===== src/rtl/mdwm_pkg.sv =====
package mdwm_pkg;

    // Fixed point: 1.0 is 2^FRAC_BITS
    localparam int FRAC_BITS       = 15;
    localparam int ONE_VAL         = 1 << FRAC_BITS;
    localparam int MAX_WHEEL_SPEED = 89;
    localparam int INV_ROOT2       = 23170;
    localparam int PIVOT_SHORT     = 13171;
    localparam int PIVOT_MID       = 19063;
    localparam int PIVOT_LONG      = 32768;

    localparam int CFG_IDX_W  = 3;
    localparam int CFG_DATA_W = 16;
    localparam int OUT_W      = 23;

    typedef logic signed [16:0] axis_t;     // shaped axis, +-1.0
    typedef logic signed [17:0] rot_t;      // rotated axis
    typedef logic signed [19:0] wheel_t;    // raw wheel before normalizing
    typedef wheel_t [3:0]       wheel_vec_t;
    typedef logic signed [16:0] nwheel_t;   // normalized wheel, +-1.0
    typedef nwheel_t [3:0]      nwheel_vec_t;
    typedef logic [33:0]        radicand_t;
    typedef logic [17:0]        root_t;
    typedef logic [19:0]        wmag_t;

    typedef enum logic [2:0] {
        MODE_OMNI     = 3'd0,
        MODE_STRAFE   = 3'd1,
        MODE_ARCADE   = 3'd2,
        MODE_FL_PIVOT = 3'd3,
        MODE_FR_PIVOT = 3'd4,
        MODE_RL_PIVOT = 3'd5,
        MODE_RR_PIVOT = 3'd6
    } drive_mode_t;

    typedef enum logic [2:0] {
        CFG_SQUARED_INPUTS  = 3'd0,
        CFG_DEADBAND        = 3'd1,
        CFG_DRIVE_MODE      = 3'd2,
        CFG_SPEED_LOOP_MODE = 3'd3,
        CFG_INVERT_MASK     = 3'd4,
        CFG_MAX_OUTPUT      = 3'd5
    } cfg_index_t;

    // Quarter-wave sine table, steps of pi/64
    function automatic logic [15:0] quarter_sine(input logic [5:0] idx);
        case (idx)
            6'd0:  quarter_sine = 16'd0;
            6'd1:  quarter_sine = 16'd1608;
            6'd2:  quarter_sine = 16'd3212;
            6'd3:  quarter_sine = 16'd4808;
            6'd4:  quarter_sine = 16'd6393;
            6'd5:  quarter_sine = 16'd7962;
            6'd6:  quarter_sine = 16'd9512;
            6'd7:  quarter_sine = 16'd11039;
            6'd8:  quarter_sine = 16'd12540;
            6'd9:  quarter_sine = 16'd14010;
            6'd10: quarter_sine = 16'd15447;
            6'd11: quarter_sine = 16'd16846;
            6'd12: quarter_sine = 16'd18205;
            6'd13: quarter_sine = 16'd19520;
            6'd14: quarter_sine = 16'd20788;
            6'd15: quarter_sine = 16'd22006;
            6'd16: quarter_sine = 16'd23170;
            6'd17: quarter_sine = 16'd24279;
            6'd18: quarter_sine = 16'd25330;
            6'd19: quarter_sine = 16'd26320;
            6'd20: quarter_sine = 16'd27246;
            6'd21: quarter_sine = 16'd28106;
            6'd22: quarter_sine = 16'd28899;
            6'd23: quarter_sine = 16'd29622;
            6'd24: quarter_sine = 16'd30274;
            6'd25: quarter_sine = 16'd30853;
            6'd26: quarter_sine = 16'd31357;
            6'd27: quarter_sine = 16'd31786;
            6'd28: quarter_sine = 16'd32138;
            6'd29: quarter_sine = 16'd32413;
            6'd30: quarter_sine = 16'd32610;
            6'd31: quarter_sine = 16'd32729;
            6'd32: quarter_sine = 16'd32768;
            default: quarter_sine = 16'd0;
        endcase
    endfunction

    // Sine of a binary angle, interpolated over the low 9 bits
    function automatic axis_t sine_q15(input logic [15:0] a);
        logic [1:0]  quad;
        logic [14:0] p;
        logic [5:0]  idx;
        logic [8:0]  frac;
        logic [15:0] base;
        logic [15:0] nxt;
        logic [20:0] interp;
        logic [16:0] s;
        quad = a[15:14];
        p    = {1'b0, a[13:0]};
        if (quad[0])
        begin
            p = 15'd16384 - p;
        end
        idx  = p[14:9];
        frac = p[8:0];
        base = quarter_sine(idx);
        nxt  = quarter_sine(idx + 6'd1);
        if (idx >= 6'd32)
        begin
            s = 17'd32768;
        end
        else
        begin
            interp = (21'(nxt - base) * 21'(frac) + 21'd256) >> 9;
            s      = 17'(base) + 17'(interp);
        end
        sine_q15 = quad[1] ? -$signed(s) : $signed(s);
    endfunction

    // Shift right by FRAC_BITS, rounding half away from zero
    function automatic logic signed [47:0] round_frac(input logic signed [47:0] v);
        logic [47:0] m;
        m = v[47] ? 48'(-v) : 48'(v);
        m = (m + (48'(1) << (FRAC_BITS - 1))) >> FRAC_BITS;
        round_frac = v[47] ? -$signed(m) : $signed(m);
    endfunction

endpackage


===== src/rtl/mdwm_isqrt.sv =====
module mdwm_isqrt (
    input  logic                   clk,
    input  logic                   rst_n,
    input  logic                   adv,
    input  logic                   in_valid,
    input  mdwm_pkg::radicand_t    radicand,
    input  mdwm_pkg::wheel_vec_t   side_in,
    output logic                   out_valid,
    output mdwm_pkg::root_t        root,
    output mdwm_pkg::wheel_vec_t   side_out
);
    import mdwm_pkg::*;

    // One result bit per stage, top test bit 2^32
    localparam int STAGES = 17;

    logic              valid_reg [STAGES];
    logic [35:0]       n_reg     [STAGES];
    logic [35:0]       r_reg     [STAGES];
    wheel_vec_t        side_reg  [STAGES];

    logic              valid_src [STAGES];
    logic [35:0]       n_src     [STAGES];
    logic [35:0]       r_src     [STAGES];
    wheel_vec_t        side_src  [STAGES];
    logic [35:0]       n_next    [STAGES];
    logic [35:0]       r_next    [STAGES];

    assign valid_src[0] = in_valid;
    assign n_src[0]     = 36'(radicand);
    assign r_src[0]     = '0;
    assign side_src[0]  = side_in;

    genvar k;
    generate
        for (k = 0; k < STAGES; k++)
        begin : g_stage
            localparam logic [35:0] BIT = 36'(1) << (32 - 2 * k);
            if (k > 0)
            begin : g_link
                assign valid_src[k] = valid_reg[k-1];
                assign n_src[k]     = n_reg[k-1];
                assign r_src[k]     = r_reg[k-1];
                assign side_src[k]  = side_reg[k-1];
            end

            // restoring square root step
            always_comb
            begin
                if (n_src[k] >= r_src[k] + BIT)
                begin
                    n_next[k] = n_src[k] - (r_src[k] + BIT);
                    r_next[k] = (r_src[k] >> 1) + BIT;
                end
                else
                begin
                    n_next[k] = n_src[k];
                    r_next[k] = r_src[k] >> 1;
                end
            end

            always_ff @(posedge clk or negedge rst_n)
            begin
                if (!rst_n)
                begin
                    valid_reg[k] <= 1'b0;
                end
                else if (adv)
                begin
                    valid_reg[k] <= valid_src[k];
                end
            end

            always_ff @(posedge clk)
            begin
                if (adv)
                begin
                    n_reg[k]    <= n_next[k];
                    r_reg[k]    <= r_next[k];
                    side_reg[k] <= side_src[k];
                end
            end
        end
    endgenerate

    assign out_valid = valid_reg[STAGES-1];
    assign root      = r_reg[STAGES-1][17:0];
    assign side_out  = side_reg[STAGES-1];

endmodule


===== config.mk =====
export PLATFORM = sky130hd
export DESIGN_NAME = mdwm_isqrt
export DESIGN_NICKNAME = d
export VERILOG_FILES = /design/src/rtl/mdwm_pkg.sv /design/src/rtl/mdwm_isqrt.sv
export SDC_FILE = /design/constraint.sdc
export NUM_CORES = 2
export LEC_CHECK = 0
export BUFFER_PORTS_ARGS = -buffer_cell sky130_fd_sc_hd__buf_2
export CAP_MARGIN = 20
export CORE_MARGIN = 2
export CORE_UTILIZATION = 64
export CTS_BUF_LIST = sky130_fd_sc_hd__clkbuf_2 sky130_fd_sc_hd__clkbuf_4 sky130_fd_sc_hd__clkbuf_8
export CTS_CLUSTER_SIZE = 12
export DETAILED_ROUTE_END_ITERATION = 10
export PLACE_DENSITY = 0.84
export SYNTH_ARGS = -nofsm -noshare
export SYNTH_HDL_FRONTEND = slang
export SYNTH_SLANG_ARGS = --single-unit

===== constraint.sdc =====
create_clock -name clk -period 6.5 [get_ports clk]
set_input_delay 1.3 -clock clk [delete_from_list [all_inputs] [get_ports clk]]
set_output_delay 1.3 -clock clk [all_outputs]
set_load 0.03 [all_outputs]

==> results_dict.tcl <==
set metrics [dict create \
    status "completed" \
    ys_ff_latch 2105 \
    post_cts_buffers 0 \
    vdd_drop_max_v 0.000289 \
    cts_buffers 330 \
    grt_busiest_layer "met2" \
    hold_class "in2async" \
    grt_max_degree 188 \
    synth_edf_count 2088 \
    endpoint_kind "flop" \
    core_um2 118000 \
    drtPass1Iterations 6 \
    rows 126 \
    utilization_pct 72.2 \
    setup_viol 0 \
    post_cts_resized 0 \
    clock-sinks 2105 \
    worst_pin_slew_ps 1020 \
    io_pins 217 \
    r2r_setup_slack_ps 2810 \
    p_per_area_nw_per_um2 340 \
    antenna_found_initial 1 \
    grt.overflow.total 0 \
    drv_cap 0 \
    clockRootBuffer "clkbuf_8" \
    cp_max_fo 28 \
    drive_above_1_share_pct 16.5 \
    nNetsFinal 4865 \
    ys.flop_type "edfxtp_1" \
    max_freq_ghz 0.271 \
    p_int_w 0.0225 \
    postSynthCellCount 4039 \
    areaGrowthSynthToFinish_pct 12.1 \
    async_reset_ff_share_pct 0.808 \
    finalMaxSlewViolations 0 \
    period_share_pct 56.7 \
    grt_util_met2_pct 32.2 \
    die_h_um 348 \
    worstPathArrival_ps 4370 \
    dp_hpwl_mm 67.7 \
    fin_tns_setup_ps 0 \
    ctsLongestPathBuffers 4 \
    power.share.switching_pct 22.1 \
    met1_usage_pct 20.8 \
    stdcell_count 6339 \
    grtUsageTotal_pct 18.1 \
    drt_iter0_drc 2646 \
    start_kind "flop" \
    htree_levels 5 \
    hold_viol 0 \
    grt_util_met3_pct 4.30 \
    avgSynthCellArea_um2 18.8 \
    wire_per_inst_um 17.3 \
    rsz0062_at_grt "false" \
    hold_buffers 0 \
    grt_pass1_wl_mm 173 \
    power_frac_comb_pct 7.3 \
    antenna_left 0 \
    power_frac_clock_pct 35.0 \
    fp.dieW_um 348 \
    grt_pass1_vias 35000 \
    routed_wl_mm 110 \
    clk_pin_slew_ps 70 \
    seq_area_frac_synth_pct 83.2 \
    place_inst 5783 \
    worstSkewPairLatency_ps 990 \
    cts_tree "done" \
    largest_register_ffs 1360 \
    dieArea_um2 121000 \
    p_leak_nw 30.6 \
    seq_power_share_pct 57.8 \
    fin_skew_ps 76.4 \
    synth_area_um2 75800 \
    via_per_inst 5.47 \
    synthDistinctLibCells 81 \
    p_switching_w 0.00639 \
    io_buffer_count 215 \
    gp_congestion 0.992 \
    yosysWarnings 0 \
    start_util_pct 64.4 \
    vias 34700 \
    crit_type "reg2reg" \
    relSlewSlack_pct 31.7 \
    required_ps 7190 \
    drcViolationCount 0 \
    fin_crit_ps 3690 \
]
-- power by group through the flow --
| stage | clock (W) | sequential [W] | combinational, W |
|---|---|---|---|
| CTS | 0.0105 | 0.0167 | 0.00209 |
| floorplan | 0 | 0.0168 | 0.00134 |
| global route | 0.0110 | 0.0168 | 0.00233 |
| detailed placement | 0 | 0.0170 | 0.00207 |
| finish | 0.0101 | 0.0167 | 0.00210 |
| global placement | 0 | 0.0169 | 0.00200 |
-- per-stage QoR --
stage	hold slack (ps)	total power (W)	area [um2]	worst slack, ps
after floorplan	400	0.0182	75900	3450
after global placement	400	0.0189	79000	2780
after detailed placement	405	0.0191	79000	2820
after CTS	131	0.0293	85000	2810
after global routing	195	0.0302	85000	2540
final	233	0.0289	85000	2810
-- path summary, 6_finish.rpt --
kind	from	to	cells past startpoint
max in group asynchronous	rst_n	valid_reg[4]$_DFFE_PN0P_	1
setup / recovery	n_reg[0][433]$_DFFE_PP_	n_reg[0][499]$_DFFE_PP_	7
hold reg to reg	side_reg[9][46]$_DFFE_PP_	side_reg[10][46]$_DFFE_PP_	0
min in group clk	side_reg[9][46]$_DFFE_PP_	side_reg[10][46]$_DFFE_PP_	0
hold / removal	rst_n	valid_reg[13]$_DFFE_PN0P_	1
setup reg to reg	n_reg[0][433]$_DFFE_PP_	n_reg[0][499]$_DFFE_PP_	7
-- per-layer routing --
layer / part of all wire [%] / vias to the layer above
met5: 0 / -
met4: 3.4 / 0
met3: 4.6 / 282
met2: 53 / 949
met1: 39 / 16700
li1: - / 16800
-- cell type report --
cell class,instances,area [um2]
Sequential cell,2105,63100
Fill cell,6798,32700
Multi-Input combinational cell,1692,11800
Clock buffer,422,5270
Tap cell,1536,1920
Timing Repair Buffer,254,1510
Inverter,198,743
Clock inverter,130,713
Antenna cell,2,5.00
-- layout by cell type, fill, tap and decap left out, drive strengths merged, types with 22 or more instances in the layout --
| master | count |
|---|---|
| buf | 254 |
| mux2 | 36 |
| inv | 200 |
| xnor2 | 124 |
| nor4b | 22 |
| nand2 | 146 |
| nand2b | 27 |
| xor2 | 129 |
| edfxtp | 2088 |
| nor3 | 87 |
| clkbuf | 422 |
| ha | 166 |
| a21o | 39 |
| o21a | 26 |
| nor2 | 154 |
| nand4 | 33 |
| nor4 | 89 |
| or3 | 31 |
| nor2b | 26 |
| clkinv | 118 |
| o21ai | 138 |
| a21oi | 140 |
| or4 | 29 |
| nand3 | 45 |
-- cell families (layout without fill, tap and decap cells) --
logic type	Yosys count	after routing	share of synthesized area (%)
AOI/OAI and AO/OA	456	456	3.69
adders and majority gates	166	166	2.74
DFF	2105	2105	83.2
other	1	4	0.00494
and+or+nand+nor	767	767	5.45
xor gates and xnor gates	253	253	2.92
muxes	48	48	0.693
buffers and inverters	243	1004	1.28
-- critical path, stage by stage (launching register included) --
cell and delay (ps):
edfxtp_1 380, or4_1 550, or4_1 590, a31oi_1 190, or4b_1 780, nand4b_2 430, nor4_1 380, xor2_1 100
-- cell usage after synthesis, types with 22 or more instances --
library cell	number	area, um2
mux2_2	36	405
a21oi_1	138	691
or3_1	30	188
nor4b_1	22	193
nor2b_1	26	163
nor3_1	85	425
nor4_1	87	544
or4_1	27	203
nor2_1	151	567
xnor2_1	124	1090
o21ai_0	134	671
nand2b_1	27	169
ha_1	166	2080
nand2_1	145	544
edfxtp_1	2088	62700
o21a_1	26	195
xor2_1	129	1130
inv_1	197	739
nand3_1	45	225
nand4_1	33	206
a21o_1	39	293
No activity file was read; power rests on OpenSTA's default activity.
